File: src/rtl/lltabe_pkg.sv
// Shared types and constants for the linked list table engine.
// Holds the transfer structs, memory command structs and table sizing.
// No dependencies.
`default_nettype none

package lltabe_pkg;

   localparam int NODE_COUNT = 1024;
   localparam int PTR_W      = 10;
   localparam int ADDR_W     = $clog2(NODE_COUNT);
   localparam int LWORD_W    = PTR_W + 1;
   localparam int FLAG_BIT   = PTR_W;

   typedef logic [PTR_W-1:0]   ptr_type;
   typedef logic [ADDR_W-1:0]  addr_type;
   typedef logic [LWORD_W-1:0] lword_type;

   localparam lword_type LPTR_MASK  = {1'b0, {PTR_W{1'b1}}};
   localparam lword_type LFLAG_MASK = {1'b1, {PTR_W{1'b0}}};
   localparam lword_type LFULL_MASK = {LWORD_W{1'b1}};

   typedef enum logic [1:0] {
      OP_INSERT_LEFT  = 2'd0,
      OP_INSERT_RIGHT = 2'd1,
      OP_REMOVE       = 2'd2,
      OP_READ         = 2'd3
   } op_type;

   typedef struct packed {
      op_type  operation;
      ptr_type node;
      ptr_type anchor;
   } req_type;

   typedef struct packed {
      ptr_type left_neighbour;
      ptr_type right_neighbour;
      logic    is_removed;
   } rsp_type;

   typedef struct packed {
      logic      rd_en;
      addr_type  rd_addr;
      lword_type wr_mask;
      addr_type  wr_addr;
      lword_type wr_data;
   } lmem_cmd_type;

   typedef struct packed {
      logic     rd_en;
      addr_type rd_addr;
      ptr_type  wr_mask;
      addr_type wr_addr;
      ptr_type  wr_data;
   } rmem_cmd_type;

   function automatic addr_type to_addr(ptr_type p);
      return ADDR_W'(p);
   endfunction

   function automatic logic in_table(ptr_type p);
      return int'(p) < NODE_COUNT;
   endfunction

endpackage

`default_nettype wire

File: src/rtl/lltabe_seq.sv
// Operation sequencer: decodes a request, reads the link tables, then
// issues the pointer write-backs in a fixed order. Depends on lltabe_pkg.
`default_nettype none

module lltabe_seq import lltabe_pkg::*; (
   input  wire logic         clock,
   input  wire logic         reset,
   input  wire logic         req_valid,
   output logic              req_stall,
   input  wire req_type      req_data,
   input  wire logic         out_free,
   output logic              res_valid,
   output rsp_type           res_data,
   output lmem_cmd_type      lmem_cmd,
   input  wire lword_type    lmem_rd_data,
   output rmem_cmd_type      rmem_cmd,
   input  wire ptr_type      rmem_rd_data
);

   typedef enum logic [4:0] {
      ST_CLEAR = 5'b00001,
      ST_IDLE  = 5'b00010,
      ST_STEP1 = 5'b00100,
      ST_STEP2 = 5'b01000,
      ST_HOLD  = 5'b10000
   } state_type;

   typedef enum logic [2:0] {
      ACT_NONE,
      ACT_READ,
      ACT_INS_LEFT,
      ACT_INS_RIGHT,
      ACT_REMOVE
   } act_type;

   state_type state_ff, state_in;
   addr_type  clr_addr_ff, clr_addr_in;
   act_type   act_ff, act_dec;
   ptr_type   node_ff;
   ptr_type   anchor_ff;

   logic      accept;
   logic      linkable;
   logic      finish;
   logic      two_step;
   ptr_type   ptr_l;
   ptr_type   ptr_r;
   logic      flag;

   assign accept    = req_valid && (state_ff == ST_IDLE);
   assign req_stall = (state_ff != ST_IDLE);

   assign linkable = in_table(req_data.anchor) && (req_data.anchor != req_data.node);

   always_comb begin
      act_dec = ACT_READ;
      if (!in_table(req_data.node)) begin
         act_dec = ACT_NONE;
      end else if (req_data.node != '0) begin
         case (req_data.operation)
            OP_INSERT_LEFT:  act_dec = linkable ? ACT_INS_LEFT : ACT_READ;
            OP_INSERT_RIGHT: act_dec = linkable ? ACT_INS_RIGHT : ACT_READ;
            OP_REMOVE:       act_dec = ACT_REMOVE;
            default:         act_dec = ACT_READ;
         endcase
      end
   end

   assign ptr_l = lmem_rd_data[PTR_W-1:0];
   assign flag  = lmem_rd_data[FLAG_BIT];
   assign ptr_r = rmem_rd_data;

   assign two_step = (act_ff == ACT_INS_LEFT) || (act_ff == ACT_INS_RIGHT) ||
                     ((act_ff == ACT_REMOVE) && !flag);

   always_comb begin
      state_in    = state_ff;
      clr_addr_in = clr_addr_ff;
      finish      = 1'b0;

      lmem_cmd.rd_en   = accept;
      lmem_cmd.rd_addr = (act_dec == ACT_INS_LEFT) ? to_addr(req_data.anchor)
                                                   : to_addr(req_data.node);
      lmem_cmd.wr_mask = '0;
      lmem_cmd.wr_addr = to_addr(node_ff);
      lmem_cmd.wr_data = '0;

      rmem_cmd.rd_en   = accept;
      rmem_cmd.rd_addr = (act_dec == ACT_INS_RIGHT) ? to_addr(req_data.anchor)
                                                    : to_addr(req_data.node);
      rmem_cmd.wr_mask = '0;
      rmem_cmd.wr_addr = to_addr(node_ff);
      rmem_cmd.wr_data = '0;

      case (state_ff)
         ST_CLEAR: begin
            lmem_cmd.wr_mask = LFULL_MASK;
            lmem_cmd.wr_addr = clr_addr_ff;
            lmem_cmd.wr_data = (clr_addr_ff == '0) ? {1'b0, PTR_W'(1)} : '0;
            rmem_cmd.wr_mask = '1;
            rmem_cmd.wr_addr = clr_addr_ff;
            rmem_cmd.wr_data = (clr_addr_ff == '0) ? PTR_W'(1) : '0;
            clr_addr_in      = clr_addr_ff + ADDR_W'(1);
            if (clr_addr_ff == ADDR_W'(NODE_COUNT - 1)) begin
               state_in = ST_IDLE;
            end
         end
         ST_IDLE: begin
            if (accept) begin
               state_in = ST_STEP1;
            end
         end
         ST_STEP1: begin
            case (act_ff)
               ACT_INS_LEFT: begin
                  lmem_cmd.wr_mask = LFULL_MASK;
                  lmem_cmd.wr_data = {1'b0, ptr_l};
                  rmem_cmd.wr_mask = '1;
                  if (ptr_l == node_ff) begin
                     rmem_cmd.wr_data = anchor_ff;
                  end else begin
                     rmem_cmd.wr_addr = to_addr(ptr_l);
                     rmem_cmd.wr_data = node_ff;
                  end
               end
               ACT_INS_RIGHT: begin
                  rmem_cmd.wr_mask = '1;
                  rmem_cmd.wr_data = ptr_r;
                  if (ptr_r == node_ff) begin
                     lmem_cmd.wr_mask = LFULL_MASK;
                     lmem_cmd.wr_data = {1'b0, anchor_ff};
                  end else begin
                     lmem_cmd.wr_mask = LPTR_MASK;
                     lmem_cmd.wr_addr = to_addr(ptr_r);
                     lmem_cmd.wr_data = {1'b0, node_ff};
                  end
               end
               ACT_REMOVE: begin
                  if (!flag) begin
                     lmem_cmd.wr_mask = LFLAG_MASK;
                     lmem_cmd.wr_data = LFLAG_MASK;
                     rmem_cmd.wr_mask = '1;
                     rmem_cmd.wr_addr = to_addr(ptr_l);
                     rmem_cmd.wr_data = ptr_r;
                  end
               end
               default: begin
               end
            endcase
            if (two_step) begin
               state_in = ST_STEP2;
            end else begin
               finish = 1'b1;
            end
         end
         ST_STEP2: begin
            case (act_ff)
               ACT_INS_LEFT: begin
                  lmem_cmd.wr_mask = LPTR_MASK;
                  lmem_cmd.wr_addr = to_addr(anchor_ff);
                  lmem_cmd.wr_data = {1'b0, node_ff};
                  rmem_cmd.wr_mask = '1;
                  rmem_cmd.wr_data = anchor_ff;
               end
               ACT_INS_RIGHT: begin
                  rmem_cmd.wr_mask = '1;
                  rmem_cmd.wr_addr = to_addr(anchor_ff);
                  rmem_cmd.wr_data = node_ff;
                  lmem_cmd.wr_mask = LFULL_MASK;
                  lmem_cmd.wr_data = {1'b0, anchor_ff};
               end
               ACT_REMOVE: begin
                  lmem_cmd.wr_mask = LPTR_MASK;
                  lmem_cmd.wr_addr = to_addr(ptr_r);
                  lmem_cmd.wr_data = {1'b0, ptr_l};
               end
               default: begin
               end
            endcase
            finish = 1'b1;
         end
         ST_HOLD: begin
            finish = 1'b1;
         end
         default: begin
            state_in = ST_CLEAR;
         end
      endcase

      if (finish) begin
         state_in = out_free ? ST_IDLE : ST_HOLD;
      end
   end

   assign res_valid = finish && out_free;

   always_comb begin
      case (act_ff)
         ACT_INS_LEFT:  res_data = '{left_neighbour: ptr_l, right_neighbour: anchor_ff,
                                    is_removed: 1'b0};
         ACT_INS_RIGHT: res_data = '{left_neighbour: anchor_ff, right_neighbour: ptr_r,
                                    is_removed: 1'b0};
         ACT_REMOVE:    res_data = '{left_neighbour: ptr_l, right_neighbour: ptr_r,
                                    is_removed: 1'b1};
         ACT_READ:      res_data = '{left_neighbour: ptr_l, right_neighbour: ptr_r,
                                    is_removed: flag};
         default:       res_data = '0;
      endcase
   end

   always_ff @(posedge clock) begin
      if (reset) begin
         state_ff    <= ST_CLEAR;
         clr_addr_ff <= '0;
      end else begin
         state_ff    <= state_in;
         clr_addr_ff <= clr_addr_in;
      end
   end

   always_ff @(posedge clock) begin
      if (accept) begin
         act_ff    <= act_dec;
         node_ff   <= req_data.node;
         anchor_ff <= req_data.anchor;
      end
   end

endmodule

`default_nettype wire

File: config.mk
export PLATFORM = sky130hd
export DESIGN_NAME = lltabe_seq
export DESIGN_NICKNAME = d
export VERILOG_FILES = /design/src/rtl/lltabe_pkg.sv /design/src/rtl/lltabe_seq.sv
export SDC_FILE = /design/constraint.sdc
export NUM_CORES = 1
export LEC_CHECK = 0
export ABC_AREA = 1
export BUFFER_PORTS_ARGS = -buffer_cell sky130_fd_sc_hd__buf_2
export CAP_MARGIN = 40
export CORE_ASPECT_RATIO = 0.9
export CORE_MARGIN = 2
export CORE_UTILIZATION = 48
export CTS_CLUSTER_SIZE = 10
export DETAILED_ROUTE_END_ITERATION = 10
export PLACE_DENSITY = 0.76
export SYNTH_ARGS = -nofsm -noshare
export SYNTH_HDL_FRONTEND = slang
export SYNTH_SLANG_ARGS = --single-unit
File: constraint.sdc
create_clock -name clock -period 2.2 [get_ports clock]
set_input_delay 0.22 -clock clock [delete_from_list [all_inputs] [get_ports clock]]
set_output_delay 0.22 -clock clock [all_outputs]
set_load 0.02 [all_outputs]
==> Word level (Yosys, flattened, before mapping) <==
Cells that the tools add are included.
W data, S select, Z words.
{ "classes": {"magnitude_cmp": 0, "bitwise": 0, "shift": 0, "n_eq_ne": 22, "n_mul": 0, "reduce_logical": 13, "n_div": 0, "add_sub_neg": 1, "mux": 38} }
{ "op_table": {"columns": ["operator", "n"], "rows": [
  ["$pmux W32 S3", 1],
  ["$mux W10", 9],
  ["$pmux W30 S3", 1],
  ["$pmux W21 S4", 1],
  ["$pmux W10 S2", 4],
  ["$pmux W11 S3", 2],
  ["$pmux W10 S3", 2],
  ["$mux W30", 1],
  ["$mux W5", 5],
  ["$mux W11", 2],
  ["$pmux W11 S2", 1],
  ["$eq A10 B10 Y1", 2],
  ["$pmux W5 S4", 1],
  ["$eq A3 B2 Y1 const B", 4],
  ["$add A10 B1 Y10 const B", 1],
  ["$eq A10 B10 Y1 const B", 1],
  ["$logic_not A10 Y1", 1],
  ["$ne A10 B10 Y1", 1],
  ["$reduce_bool A10 Y1", 1],
  ["$ne A3 B3 Y1 const B", 3],
  ["$pmux W3 S3", 1],
  ["$reduce_or A2 Y1", 3],
  ["$eq A5 B1 Y1 const B", 1],
  ["$eq A5 B2 Y1 const B", 1],
  ["other kinds (18)", 24]
]} }
{ "totals": {"latchBits": 0, "ff_bits": 38, "out_inout_bits": 107, "ramBits": 0, "mem_bits_ro": 0, "word_cells": 79, "n_memories": 0, "inputBits": 47} }

==> Depth between registers and ports, before layout <==
{ "depth": {"depth_word": 7, "ltp_mapped": 13, "ltp_nobuf": 11} }

==> Least setup slack after synthesis <==
No wires, ideal clock.
{ "synth_timing": {"path_type": "register -> output", "start": "register state_ff[3]", "end": "output lmem_cmd[42] in the netlist's numbering", "path_slack_ps": -280, "path_stages_with_launch": 5, "t_required_ps": 1980, "n_path_buf": 1, "arrival_ps": 2260, "path_cell_list": "dfxtp_1 nor2_1 nand4_1 nor2_1 buf_4"} }
{ "synth_between": {"elab_chain_cells": 2} }
{ "synth_rtl": {"columns": ["item", "line", "text"], "rows": [
  ["start: declaration", "lltabe_seq.sv:36", "state_type state_ff, state_in;"],
  ["start signal: assignment", "lltabe_seq.sv:216", "state_ff <= state_in;"],
  ["$eq A5 B2 Y1", "lltabe_seq.sv:50", "assign accept = req_valid && (state_ff == ST_IDLE);"],
  ["$logic_and A1 B1 Y1", "lltabe_seq.sv:50", null],
  ["end: declaration", "lltabe_seq.sv:14", "output lmem_cmd_type lmem_cmd,"]
]} }
No other way between the ends.

==> reports/results.ini <==
[synth]
netlist_area_um2 = 4721
synth_cell_types = 40
yosys_warnings = 0
async_flop_share_pct = 0
syn_area_per_cell_um2 = 5.750
postSynthCellCount = 821
yosysSeqAreaShare_pct = 20.99
synth_edf_count = 23
synth-main-ff-cell = edfxtp_1
ys_ff_latch = 38
synthesis.nets = 870

[power]
leakagePower_nw = 3.343
powerDensity_nw_per_um2 = 367.0
power.total_w = 0.002447
ir_worst_vdd_uv = 304.2

[floorplan]
initial_core_util_pct = 49.10
die_y_um = 98.08
ioPinCount = 154
die_area_um2 = 10650
coreArea_um2 = 9614
num_rows = 34
fp.dieW_um = 108.5

[detailed_routing]
ant_nets = 0
drtIter0Drc = 976
totalWireLength_um = 19780
dr.pass1.iters = 11
wl_met2_um = 8600
route.met3.wl_um = 2671
met1_length_um = 7345
drc = 0
wl_per_cell_um = 17.52
routed_via_density = 5.952
top_layer = met4
routed-via-count = 6720

[worst_setup_path]
max_stage_delay_ns = 0.49
cp-end-kind = output port
critPathKind = reg2out
path_cells = inv_2, nand2_2, nand2_2, nor2_4, nand2_4, nor2_4, nand3_1, nand3_1, nand2_1, nand2_1, nand2_1, buf_2
worstPathMaxFanout = 6
startpoint_type = flip-flop
arrival_ns = 2.11
cpMostUsedCell = nand2_1
cp.required_ns = 1.98
slowest_stage = edfxtp_1

[sta]
min_period_ns = 2.328
slew_violations = 0
finalCritPeriodShare_pct = 105.8
rsz0062_at_grt = true
slew_headroom_pct = 68.91
skew_ns = 0.01349
hold_violations = 0
setup_viol = 26
setup_ws_ns = -0.1276
fmax_mhz = 429.6
fin_setup_tns_ns = -1.636
tightest_slew_ns = 0.4643

[global_route]
antenna_found_initial = 0
grt_use_total_pct = 33.16
grt_pass1_wl_um = 27680
globalRouteOverflowTotal = 0
grt_max_degree = 29
grt_pass1_vias = 5548

[cts]
htree_levels = 2
clock_latency_ns = 0.31
cts_buffers = 5
cts_max_path_buffers = 2
clkTransAtPathRegs_ns = 0.07
cts_hold_buf = 0
tritoncts = yes
clockRootBuffer = clkbuf_8
cts_sinks = 38

[finish]
synthToLayoutAreaGrowth_pct = 41.27
antennaDiodeCount = 0
mostFrequentLayoutCells = nand2_1 (225), buf_2 (114), buf_4 (87), nand3_1 (81), inv_1 (77)
num-nets-final = 1051
drive_gt1_share_pct = 34.30
fill_cells = 822
mostFrequentLayoutCell = nand2_1
final_cells = 1129

[placed_design]
placed_cells = 1074
globalplace.congestion = 1.032
pre_cts_ws_ns = 0.1470
io_buffers = 153
dp_hpwl_um = 13470

[outcome]
status = complete, but fails checks
failed_checks = setup timing

[flow_run]
drv_cap = 0

[hold_path]
hold_class = in2reg

==> timing repair <==
item | CTS | global route
gates cloned | 3 | 7
buffers inserted | 15 | 22
endpoints found under the setup margin | 48 | 72
resized for setup | 26 | 162
pin swaps | 2 | 28
==> worst paths after layout <==
kind,to,slack (ns),cells after the start,start
setup / recovery,rmem_cmd[4],-0.13,12,node_ff[2]
hold / removal,state_ff[4],0.1,2,out_free
setup reg to reg,clr_addr_ff[7],0.49,8,state_ff[4]
hold reg to reg,clr_addr_ff[3],0.51,2,clr_addr_ff[3]
==> sequential cells by signal (all words and copies together), names as in the netlist <==
signal,flops
clr_addr_ff,10
state_ff,5
anchor_ff,10
node_ff,10
act_ff,3
==> critical path, delay by kind of cell (launching register included) <==
kind	cells	cell delay, ns
buf+inv	2	0.27
flops	1	0.49
simple gates	10	1.03
==> power breakdown <==
part           internal (W)  total [W]  switching (W)
clock network      0.000218   0.000489       0.000271
logic              0.000431    0.00116       0.000731
registers          0.000773   0.000796      0.0000231
total               0.00142    0.00245        0.00103
==> layout make-up <==
type	instances	area (um2)	area share [%]
Timing Repair Buffer	230	1639	24.58
Timing Repair inverter	2	23.77	0.3565
Multi-Input combinational cell	623	3366	50.47
Sequential cell	38	991.0	14.86
Clock inverter	3	15.01	0.2251
Clock buffer	5	68.82	1.032
Tap cell	126	157.7	2.364
Inverter	102	407.9	6.116
==> cell usage after synthesis, types with 13 or more instances <==
cell	n	area, um2
a21oi_1	17	85.08
buf_2	17	85.08
buf_4	24	180.2
clkbuf_1	16	60.06
dfxtp_1	15	300.3
edfxtp_1	23	690.7
inv_1	85	319.1
inv_2	16	60.06
nand2_1	253	949.7
nand3_1	90	450.4
nand4_1	13	81.33
nor2_1	65	244.0
o2111ai_1	22	192.7
o211ai_1	14	105.1
o21ai_0	81	405.4
o21bai_1	13	97.59
==> cells by family (layout without fill, tap and decap cells) <==
logic type	Yosys count	in the layout	synth area share, %
and+or+nand+nor	449	451	40.45
buffers and inverters	163	342	15.64
AOI/OAI and AO/OA	162	163	21.10
DFF	38	38	20.99
xor gates and xnor gates	7	7	1.299
adders and majority gates	2	2	0.5300
==> routing by layer <==
metal  GRT usage [%]  vias up
li1                -     3100
met1           45.81     2889
met2           51.68      586
met3           4.539      145
met4           14.10        0
met5               0        -
==> metrics by stage <==
step	util [%]	hold WS (ns)	area, um2
final	69.36	0.09543	6669
after global routing	69.36	0.08963	6669
after CTS	61.01	0.09304	5866
after detailed placement	57.93	0.4069	5569
after global placement	57.93	0.4036	5569
after floorplan	-	0.2991	4723
Note: power is estimated with default switching activity, not from simulation.
