### src/rtl/lltabe_ram.sv
// Single write port, single read port synchronous RAM with per-bit write mask.
// Read data is registered. No package dependencies.
`default_nettype none

module lltabe_ram #(
   parameter int  WIDTH = 8,
   parameter int  DEPTH = 16,
   localparam int AW    = $clog2(DEPTH)
) (
   input  wire logic             clock,
   input  wire logic             rd_en,
   input  wire logic [AW-1:0]    rd_addr,
   output logic      [WIDTH-1:0] rd_data,
   input  wire logic [WIDTH-1:0] wr_mask,
   input  wire logic [AW-1:0]    wr_addr,
   input  wire logic [WIDTH-1:0] wr_data
);

   logic [WIDTH-1:0] mem [DEPTH];
   logic [WIDTH-1:0] rd_data_ff;

   always_ff @(posedge clock) begin
      for (int i = 0; i < WIDTH; i++) begin
         if (wr_mask[i]) begin
            mem[wr_addr][i] <= wr_data[i];
         end
      end
   end

   always_ff @(posedge clock) begin
      if (rd_en) begin
         rd_data_ff <= mem[rd_addr];
      end
   end

   assign rd_data = rd_data_ff;

endmodule

`default_nettype wire

### config.mk
export PLATFORM = sky130hd
export DESIGN_NAME = lltabe_ram
export DESIGN_NICKNAME = d
export VERILOG_FILES = /design/src/rtl/lltabe_ram.sv
export SDC_FILE = /design/constraint.sdc
export NUM_CORES = 1
export LEC_CHECK = 0
export ABC_AREA = 1
export ABC_CLOCK_PERIOD_IN_PS = 3200
export BUFFER_PORTS_ARGS = -buffer_cell sky130_fd_sc_hd__buf_2
export CAP_MARGIN = 0
export CORE_UTILIZATION = 55
export CTS_CLUSTER_SIZE = 12
export DETAILED_ROUTE_END_ITERATION = 8
export PLACE_DENSITY = 0.73
export SKIP_CTS_REPAIR_TIMING = 1
export SLEW_MARGIN = 10
export SYNTH_ARGS = -nofsm -noshare
export SYNTH_HDL_FRONTEND = slang
export SYNTH_SLANG_ARGS = --single-unit
### constraint.sdc
create_clock -name clock -period 3.2 [get_ports clock]
set_input_delay 0.64 -clock clock [delete_from_list [all_inputs] [get_ports clock]]
set_output_delay 0.64 -clock clock [all_outputs]
set_load 0.005 [all_outputs]
## After elaboration in Yosys (flattened, before gate mapping)

Memories as Yosys holds them, arrays and structs flattened. A register that Yosys moved wholly into a read port is not among the register bits.
Cells that the tools add are included.

| storage, ports and cells | value |
|---|---|
| memories kept | 1 |
| input bits | 26 |
| word-level logic and storage cells | 17 |
| flip-flop bits (word level) | 0 |
| bits in writable memories | 128 |

Memories:

| name | depth | width | rd ports | clocked after Yosys merged registers in | write ports | RTL line | source |
|---|---|---|---|---|---|---|---|
| mem | 16 | 8 | 1 | 1 | 1 | 19 | `logic [WIDTH-1:0] mem [DEPTH];` |

| cells by class | value |
|---|---|
| multiplexer cells | 16 |

Operators with widths:

| operator | count |
|---|---|
| 1-bit two-way mux | 16 |

## Longest topological paths before layout

Gate-level depths: netlist of the first run.

| logic depth | value |
|---|---|
| word-level depth | 2 |
| mapped depth | 8 |
| depth with buffers taken out | 7 |

## Least setup slack after synthesis of the first run

OpenSTA, ideal clock, no wires.

| path | value |
|---|---|
| path type | input port to flip-flop |
| from | input port rd_addr[2] |
| to | register rd_data_ff[3] (netlist: rd_data[3]), read port of mem, data pin |
| data required time | 2.947 ns |
| data arrival time | 1.262 ns |
| path buffers | 2 |
| stages on the path | 6 |
| path slack | 1.684 ns |
| cell sequence | buf_6 > inv_1 > buf_2 > nand3_1 > nand3_1 > nand2_1 |

RTL lines:

| item | RTL line | source |
|---|---|---|
| from (decl) | 12 | `input wire logic [AW-1:0] rd_addr,` |
| to (decl) | 20 | `logic [WIDTH-1:0] rd_data_ff;` |

==> out/qor.yml, run 1 <==
outcome:
  status: "finished, final reports clean"
synth:
  syn_nets: 724
  ys_seq_area_share_pct: 63.8
  synth_area_per_cell_um2: 9.16
  synth.top_cell.area_share_pct: 63.8
  synthArstFlopShare_pct: 0
  synth_ff_type: "edfxtp_1"
  yosys_register_bits: 136
  synth_edf_count: 136
  synth_warnings: 0
  synth_area_um2: 6400
  synth_most_common_cell: "nand2_1"
  yosys.area.top_type: "edfxtp_1"
  yosys-top-cells-area: "edfxtp_1 64%, nand2_1 11%, nor2_1 7.9%"
  ys_types: 10
  synth_cells: 698
  synth_top_cells_by_count: "186 x nand2_1, 136 x edfxtp_1, 134 x nor2_1, 112 x inv_1, 96 x nand3_1"
floorplanning:
  ios: 34
  die_h_um: 110
  die_w_um: 110
  core_um2: 11400
  start_util_pct: 56.3
  rows: 39
  die_area_um2: 12100
cells_and_area:
  multiInputGateArea_um2: 1680
  syn2layout_area_growth_pct: 11.9
  drive_gt1_share_pct: 8.45
  seqCellArea_um2: 4080
  nets: 747
  post-route-util_pct: 62.9
  fill_cells: 944
  stdcell_count: 878
clocking:
  cts.clk_slew.worst_paths_ns: 0.06
  clk_latency_ns: 0.41
  htree_levels: 4
  cts_made_buffers: 17
  clock-sinks: 136
  tritoncts: "built"
  root_buffer: "clkbuf_16"
  clockBufferDepth: 2
sta:
  max_freq_mhz: 488
  setup_viol_count_final: 0
  rsz0062_at_grt: "false"
  period_share_pct: 64.1
  min_period_ns: 2.05
  report.final.slew_viol_count: 0
  tightest_slew_ns: 0.751
  max_slew_margin_pct: 49.9
  fin_skew_ns: 0.00633
  hold_viol: 0
  tns_ns: 0
pwr:
  comb_power_share_pct: 6.4
  power_density_nw_per_um2: 597
  p_seq_share_pct: 47.3
  p_sw_share_pct: 21.2
  power.total_w: 0.00427
  switchingPower_w: 0.000906
  clockPowerShare_pct: 46.3
  p_leak_nw: 3.20
  peakVddDrop_uv: 374
  p_int_w: 0.00336
critical_path:
  crit_required_ns: 3.37
  slowest_delay_ns: 0.58
  cp-start-kind: "input port"
  crit_slowest_cell: "buf_2"
  arrival_ns: 2.22
  crit_fanout: 33
  worstSetupPathType: "in2reg"
  worst_setup_path_end_kind: "flip-flop"
  crit_chain: "buf_2 -> inv_2 -> nand3_1 -> nand3_1 -> nand3_1 -> nand2_1"
  crit_top_cell: "nand3_1"
global_route:
  grt_max_degree: 65
  antenna_found_initial: 1
  grt_pass1_wl_um: 23500
  grt.total_usage_pct: 27.8
  grt_pass1_vias: 4593
  overflow: 0
route:
  firstDrtPassIters: 5
  drtIter0Drc: 477
  antenna_left: 0
  drt-vias-per-instance: 5.45
  avgRoutedWirePerCell_um: 17.8
  drt_wl_total_um: 15600
  vias: 4784
  post-route-drc-count: 0
placed_design:
  place_congestion: 0.822
  port_buffers: 33
  hpwlAfterDp_um: 8940
  place_inst: 845
hold_path:
  hp-class: "in2reg"
flow_run:
  maxCapViolCount: 0
## worst paths after layout
path	startpoint	to	slack, ns	cells after the start
worst max-delay path	rd_addr[1]	rd_data[2]	1.15	6
worst min-delay path	wr_data[4]	mem[2][4]	0.60	1
worst max register to register	mem[3][4]	rd_data[4]	2.06	6
worst min register to register	mem[10][6]	rd_data[6]	0.73	6
## layer usage
metal  vias to the layer above  track usage (%)  routed length [um]
met1                      2252             37.0                6160
met2                       244             44.3                7460
met4                         0             12.3                 488
met5                         -                0                   0
met3                        38             5.45                1510
li1                       2250                -                   -
## layout make-up
type	count	share of cell area [%]
timing repair buffer	36	2.62
sequential	136	57.1
inverter	114	5.98
multi-input combinational	416	23.5
tap	143	2.50
antenna	1	0.0350
clock buffer	20	6.10
clock inverter	12	2.19
## worst max-delay path: cells and delay by family
| kind | cells | cell delay, ns |
|---|---|---|
| AND/OR/NAND/NOR | 4 | 0.49 |
| buffers and inverters | 2 | 1.07 |
## power by group through the flow
stage / clock network, W / registers (W) / logic (W)
2_1_floorplan: 0 / 0.00205 / 0.000175
3_3_place_gp: 0 / 0.00205 / 0.000259
3_5_place_dp: 0 / 0.00206 / 0.000269
4_1_cts: 0.00199 / 0.00202 / 0.000272
5_1_grt: 0.00207 / 0.00202 / 0.000304
6_report: 0.00198 / 0.00202 / 0.000275
## cells in the final DEF (no fill, tap or decap)
master / n
edfxtp_1: 136
clkinv_2: 2
diode_2: 1
buf_2: 33
clkbuf_16: 17
nand3_1: 96
nor2_1: 134
bufinv_16: 4
nand2_1: 186
clkbuf_1: 3
clkinvlp_4: 1
buf_4: 3
clkinv_1: 5
inv_2: 2
inv_1: 112
## kinds of logic (layout without fill, tap and decap cells)
| group | Yosys count | in the layout | synth area share (%) |
|---|---|---|---|
| simple gates | 416 | 416 | 26.3 |
| buf+inv | 146 | 182 | 9.86 |
| flops | 136 | 136 | 63.8 |
| other cells | 0 | 1 | 0 |
## through the flow
| stage | hold slack [ns] | cell area, um^2 | setup WS [ns] |
|---|---|---|---|
| final | 0.603 | 7160 | 1.15 |
| after global routing | 0.604 | 7160 | 1.07 |
| after CTS | 0.596 | 7150 | 1.20 |
| after detailed placement | 0.718 | 6560 | 0.792 |
| after global placement | 0.709 | 6560 | 0.814 |
| after floorplan | 0.683 | 6400 | 1.68 |
## flip-flops by register name, summed over array words and instances, names as in the netlist
| name | flops |
|---|---|
| mem | 128 |
| rd_data | 8 |
(Power assumes the default switching activity.)
==> inputs of run 2 (changes only) <==
ABC_CLOCK_PERIOD_IN_PS = 1700   (was 3200)
PLACE_DENSITY = 0.76   (was 0.73)
clock period = 1.7 ns   (was 3.2 ns; I/O delays follow)
==> out/qor.yml, run 2 (synthesized netlist as in run 1, its figures left out) <==
outcome:
  status: "finished, final reports clean"
route:
  antenna_left: 0  # unchanged
  wl_met3_um: 1420  # -5.9%
  vias: 4847  # +1.3%
  drt-vias-per-instance: 5.39  # -1.0%
  drtIter0Drc: 467  # -2.1%
  met1Wirelength_um: 5880  # -4.5%
  route.met2.wl_um: 7350  # -1.4%
  avgRoutedWirePerCell_um: 16.9  # -4.7%
  firstDrtPassIters: 5  # unchanged
  post-route-drc-count: 0  # unchanged
  top_layer_used: "met4"
  drt_wl_total_um: 15200  # -2.5%
cells_and_area:
  post-route-util_pct: 64.9  # +2.0 points
  drive_gt1_share_pct: 11.9  # +3.5 points
  largest_reg_flops: 128  # unchanged
  syn2layout_area_growth_pct: 15.4
  nets: 770  # +3.1%
  antenna_cells: 0  # -1
  largest_register: "mem"
  final_common_cell: "nand2_1"
  fill_cells: 893  # -5.4%
  mostFrequentLayoutCells: "186 x nand2_1, 136 x edfxtp_1, 134 x nor2_1"
hold_path:
  hp-class: "in2reg"
  worstHoldPathCells: 1  # unchanged
global_route:
  antenna_found_initial: 0  # -1
  grt_pass1_vias: 4626  # +0.72%
  grt_pass1_wl_um: 23500  # about the same
  grt.total_usage_pct: 27.5  # -0.27 points
  overflow: 0  # unchanged
  grt_max_degree: 41  # -37%
critical_path:
  crit_buf_inv: 1  # -1
  crit_required_ns: 1.36  # -2.01 ns
  crit_chain: "buf_2"
  slowest_delay_ns: 0.45  # -0.13 ns
  crit_slowest_cell: "edfxtp_1"
  cp_top_family: "flip-flops"
  cp-start-kind: "flip-flop"
  worst_r2r_path_depth: 6  # unchanged
  crit_fanout: 1  # -97%
  worst_setup_path_end_kind: "primary output"
  crit_cells: 1  # -5
  worstSetupPathType: "reg2out"
  arrival_ns: 1.02  # -1.20 ns
placed_design:
  hpwlAfterDp_um: 9390  # +5.0%
  port_buffers: 33  # unchanged
  place_congestion: 0.898  # +9.3%
sta:
  max_freq_mhz: 735
  period_share_pct: 80.1
  fin_skew_ns: 0.0129  # +0.00657 ns
  max_slew_margin_pct: 55.8  # +5.9 points
  rsz0062_at_grt: "false"
  tns_ns: 0  # unchanged
  report.final.slew_viol_count: 0  # unchanged
  min_period_ns: 1.36
  hold_viol: 0  # unchanged
  tightest_slew_ns: 0.662  # -0.0892 ns
  setup_viol_count_final: 0  # unchanged
pwr:
  peakVddDrop_uv: 625  # +67%
  p_int_w: 0.00638  # +90%
  p_seq_share_pct: 46.7  # -0.6 points
  p_leak_nw: 3.31  # +3.6%
  clockPowerShare_pct: 46.5  # +0.2 points
  switchingPower_w: 0.00175  # +93%
  p_sw_share_pct: 21.5  # +0.29 points
  comb_power_share_pct: 6.8  # +0.4 points
  power_density_nw_per_um2: 1100  # +85%
floorplanning:
  core_um2: 11400  # unchanged
  ios: 34  # unchanged
  die_area_um2: 12100  # unchanged
  rows: 39  # unchanged
  start_util_pct: 56.3  # unchanged
  die_h_um: 110  # unchanged
  die_w_um: 110  # unchanged
clocking:
  htree_levels: 4  # unchanged
  cts.clk_slew.worst_paths_ns: 0.06  # about the same
  cts_made_buffers: 17  # unchanged
  clk_latency_ns: 0.42  # about the same
  root_buffer: "clkbuf_16"
  clock-sinks: 136  # unchanged
  tritoncts: "built"
  clockBufferDepth: 2  # unchanged
flow_run:
  maxCapViolCount: 0  # unchanged
[run 2: cell count changes in the layout (fill, tap and decap cells not counted), sizes merged]
cell and change:
buf +23, clkbuf -1, clkinv -3, clkinvlp +3, diode -1
[run 2: stage by stage]
step / total power [W] / cell area (um^2) / instances / hold WS [ns] / setup WS, ns
floorplan: 0.00420 / 6400 / 698 / 0.439 / 0.484
detailed placement: 0.00441 / 6770 / 868 / 0.713 / 0.0958
CTS: 0.00816 / 7380 / 899 / 0.288 / 0.330
finish: 0.00813 / 7380 / 899 / 0.295 / 0.339
global placement: 0.00439 / 6770 / 868 / 0.709 / 0.175
global route: 0.00838 / 7380 / 899 / 0.289 / 0.319
[run 2: per-layer routing]
metal | up-vias | global-route usage [%]
met3 | 40 | 6.52
met4 | 0 | 13.5
met1 | 2288 | 34.9
met5 | - | 0
li1 | 2287 | -
met2 | 232 | 44.3
[run 2: power by group through the flow]
stage	clock network [W]	registers [W]	logic, W
floorplan	0	0.00387	0.000330
global placement	0	0.00387	0.000526
detailed placement	0	0.00387	0.000543
CTS	0.00381	0.00380	0.000547
global route	0.00396	0.00381	0.000615
finish	0.00378	0.00380	0.000551
[run 2: cell type report]
type                       instances  area [um^2]  share of cell area, %
clock buffer                      19          433                   5.87
clock inverter                    12          178                   2.41
inverter                         114          428                   5.80
multi-input combinational        416         1680                   22.8
sequential                       136         4080                   55.3
tap                              143          179                   2.42
timing repair buffer              59          398                   5.39
[run 2: path summary, 6_finish.rpt]
| check | from | endpoint | slack (ns) |
|---|---|---|---|
| worst max register to register | mem[1][3] | rd_data[3] | 0.61 |
| worst max-delay path | rd_data[5] | rd_data[5] | 0.34 |
| worst min register to register | mem[10][1] | rd_data[1] | 0.75 |
| worst min-delay path | wr_data[6] | mem[11][6] | 0.30 |
==> inputs of run 3 (changes only) <==
ABC_CLOCK_PERIOD_IN_PS = 1400   (was 1700)
PLACE_DENSITY = 0.73   (was 0.76)
clock period = 1.4 ns   (was 1.7 ns; I/O delays follow)
==> out/qor.yml, run 3 (synthesized netlist as in run 1, its figures left out) <==
route:
  drtIter0Drc: 426  # -8.8%
  antenna_left: 0  # unchanged
  post-route-drc-count: 0  # unchanged
  firstDrtPassIters: 5  # unchanged
  avgRoutedWirePerCell_um: 17.7  # +4.6%
  vias: 5019  # +3.5%
  drt_wl_total_um: 16100  # +6.0%
  drt-vias-per-instance: 5.51  # +2.2%
floorplanning:
  ios: 34  # unchanged
  die_area_um2: 12100  # unchanged
  core_um2: 11400  # unchanged
  die_h_um: 110  # unchanged
  die_w_um: 110  # unchanged
  rows: 39  # unchanged
  start_util_pct: 56.3  # unchanged
sta:
  min_period_ns: 1.30
  tightest_slew_ns: 0.661  # -0.000218 ns
  setup_viol_count_final: 0  # unchanged
  fin_skew_ns: 0.00908  # -0.00382 ns
  worst_slack_ns: 0.102  # -0.237 ns
  max_slew_margin_pct: 55.8  # about the same
  rsz0062_at_grt: "false"
  period_share_pct: 92.7
  report.final.slew_viol_count: 0  # unchanged
  max_freq_mhz: 771
  hold_viol: 0  # unchanged
  holdWs_ns: 0.233  # -0.0618 ns
critical_path:
  crit_buf_inv: 1  # unchanged
  crit_fanout: 1  # unchanged
  crit_chain: "buf_2"
  crit_required_ns: 1.12  # -0.24 ns
  rrSetupSlack_ns: 0.31  # -0.30 ns
  worst_r2r_path_depth: 6  # unchanged
  crit_slowest_cell: "edfxtp_1"
  r2r_start: "mem[8][4]"
  critPathLaunch: "rd_data[5]"
  endpoint: "rd_data[5]"
  slowest_delay_ns: 0.44  # about the same
  worstSetupPathType: "reg2out"
  worst_setup_path_end_kind: "primary output"
  cp-start-kind: "flip-flop"
  r2r-end: "rd_data[4]"
  cp_top_family: "flip-flops"
  arrival_ns: 1.02  # about the same
  crit_cells: 1  # unchanged
clocking:
  cts.clk_slew.worst_paths_ns: 0.06  # about the same
  clockBufferDepth: 2  # unchanged
  clock-sinks: 136  # unchanged
  clk_latency_ns: 0.42  # about the same
  htree_levels: 4  # unchanged
  cts_made_buffers: 17  # unchanged
  root_buffer: "clkbuf_16"
  tritoncts: "built"
cells_and_area:
  largest_register: "mem"
  syn2layout_area_growth_pct: 17.2
  nets: 782  # +1.6%
  post-route-util_pct: 65.9  # +0.99 points
  antenna_cells: 0  # unchanged
  final_common_cell: "nand2_1"
  drive_gt1_share_pct: 13.3  # +1.4 points
  largest_reg_flops: 128  # unchanged
  stdcell_area_um2: 7490  # +1.5%
  mostFrequentLayoutCells: "186 x nand2_1, 136 x edfxtp_1, 134 x nor2_1"
global_route:
  use_met2_pct: 46.1  # +1.8 points
  gr-max-usage-layer: "met2"
  antenna_found_initial: 0  # unchanged
  grt_max_degree: 41  # unchanged
  grt_pass1_vias: 4898  # +5.9%
  met3_usage_pct: 6.76  # +0.24 points
  overflow: 0  # unchanged
  grt.total_usage_pct: 29.3  # +1.8 points
  grt_pass1_wl_um: 24800  # +5.5%
  grtUsageMet1_pct: 37.7  # +2.8 points
outcome:
  status: "finished, final reports clean"
hold_path:
  min_from: "wr_data[5]"
  hp-class: "in2reg"
placed_design:
  port_buffers: 33  # unchanged
  placed_area_um2: 6890  # +1.7%
  hpwlAfterDp_um: 9880  # +5.2%
  place_congestion: 0.858  # -4.5%
  dp_slack_ns: -0.0466  # -0.142 ns
pwr:
  peakVddDrop_uv: 729  # +17%
  power.total_w: 0.00991  # +22%
  power_density_nw_per_um2: 1320  # +20%
  p_leak_nw: 3.39  # +2.2%
flow_run:
  maxCapViolCount: 0  # unchanged
==> run 3: changes by cell type in the layout (fill, tap and decap cells not counted), sizes merged <==
cell      before  now
clkbuf        19   17
clkinv         4    7
buf           59   71
clkinvlp       4    3
==> run 3: layout make-up <==
class	count	area (um^2)
clock inverters	14	183
fillers	892	3880
inverters	114	428
flip-flops and latches	136	4080
repair buffers	71	513
clock buffers	17	425
multi-input cells	416	1680
well taps	143	179
==> run 3: how the worst min path moves through the flow <==
stage,to,cells past startpoint
2_1_floorplan,mem[0][0],0
3_3_place_gp,mem[5][3],1
3_5_place_dp,rd_data[1],1
4_1_cts,mem[14][5],1
5_1_grt,mem[1][5],1
6_report,mem[14][5],1
==> run 3: power by group <==
part	switching [W]	internal [W]	leakage, nW
clock network	0.00163	0.00294	0.290
logic	0.000492	0.000226	1.86
registers	0.0000287	0.00459	1.24
==> run 3: through the flow <==
step / TNS [ns] / instances
floorplan: 0 / 698
global placement: -0.00797 / 880
detailed placement: -0.397 / 880
CTS: 0 / 911
global route: 0 / 911
finish: 0 / 911
==> run 3: layer usage <==
metal / routed length, um / vias up
li1: - / 2319
met1: 6080 / 2392
met2: 7780 / 256
met3: 1650 / 52
met4: 643 / 0
met5: 0 / -
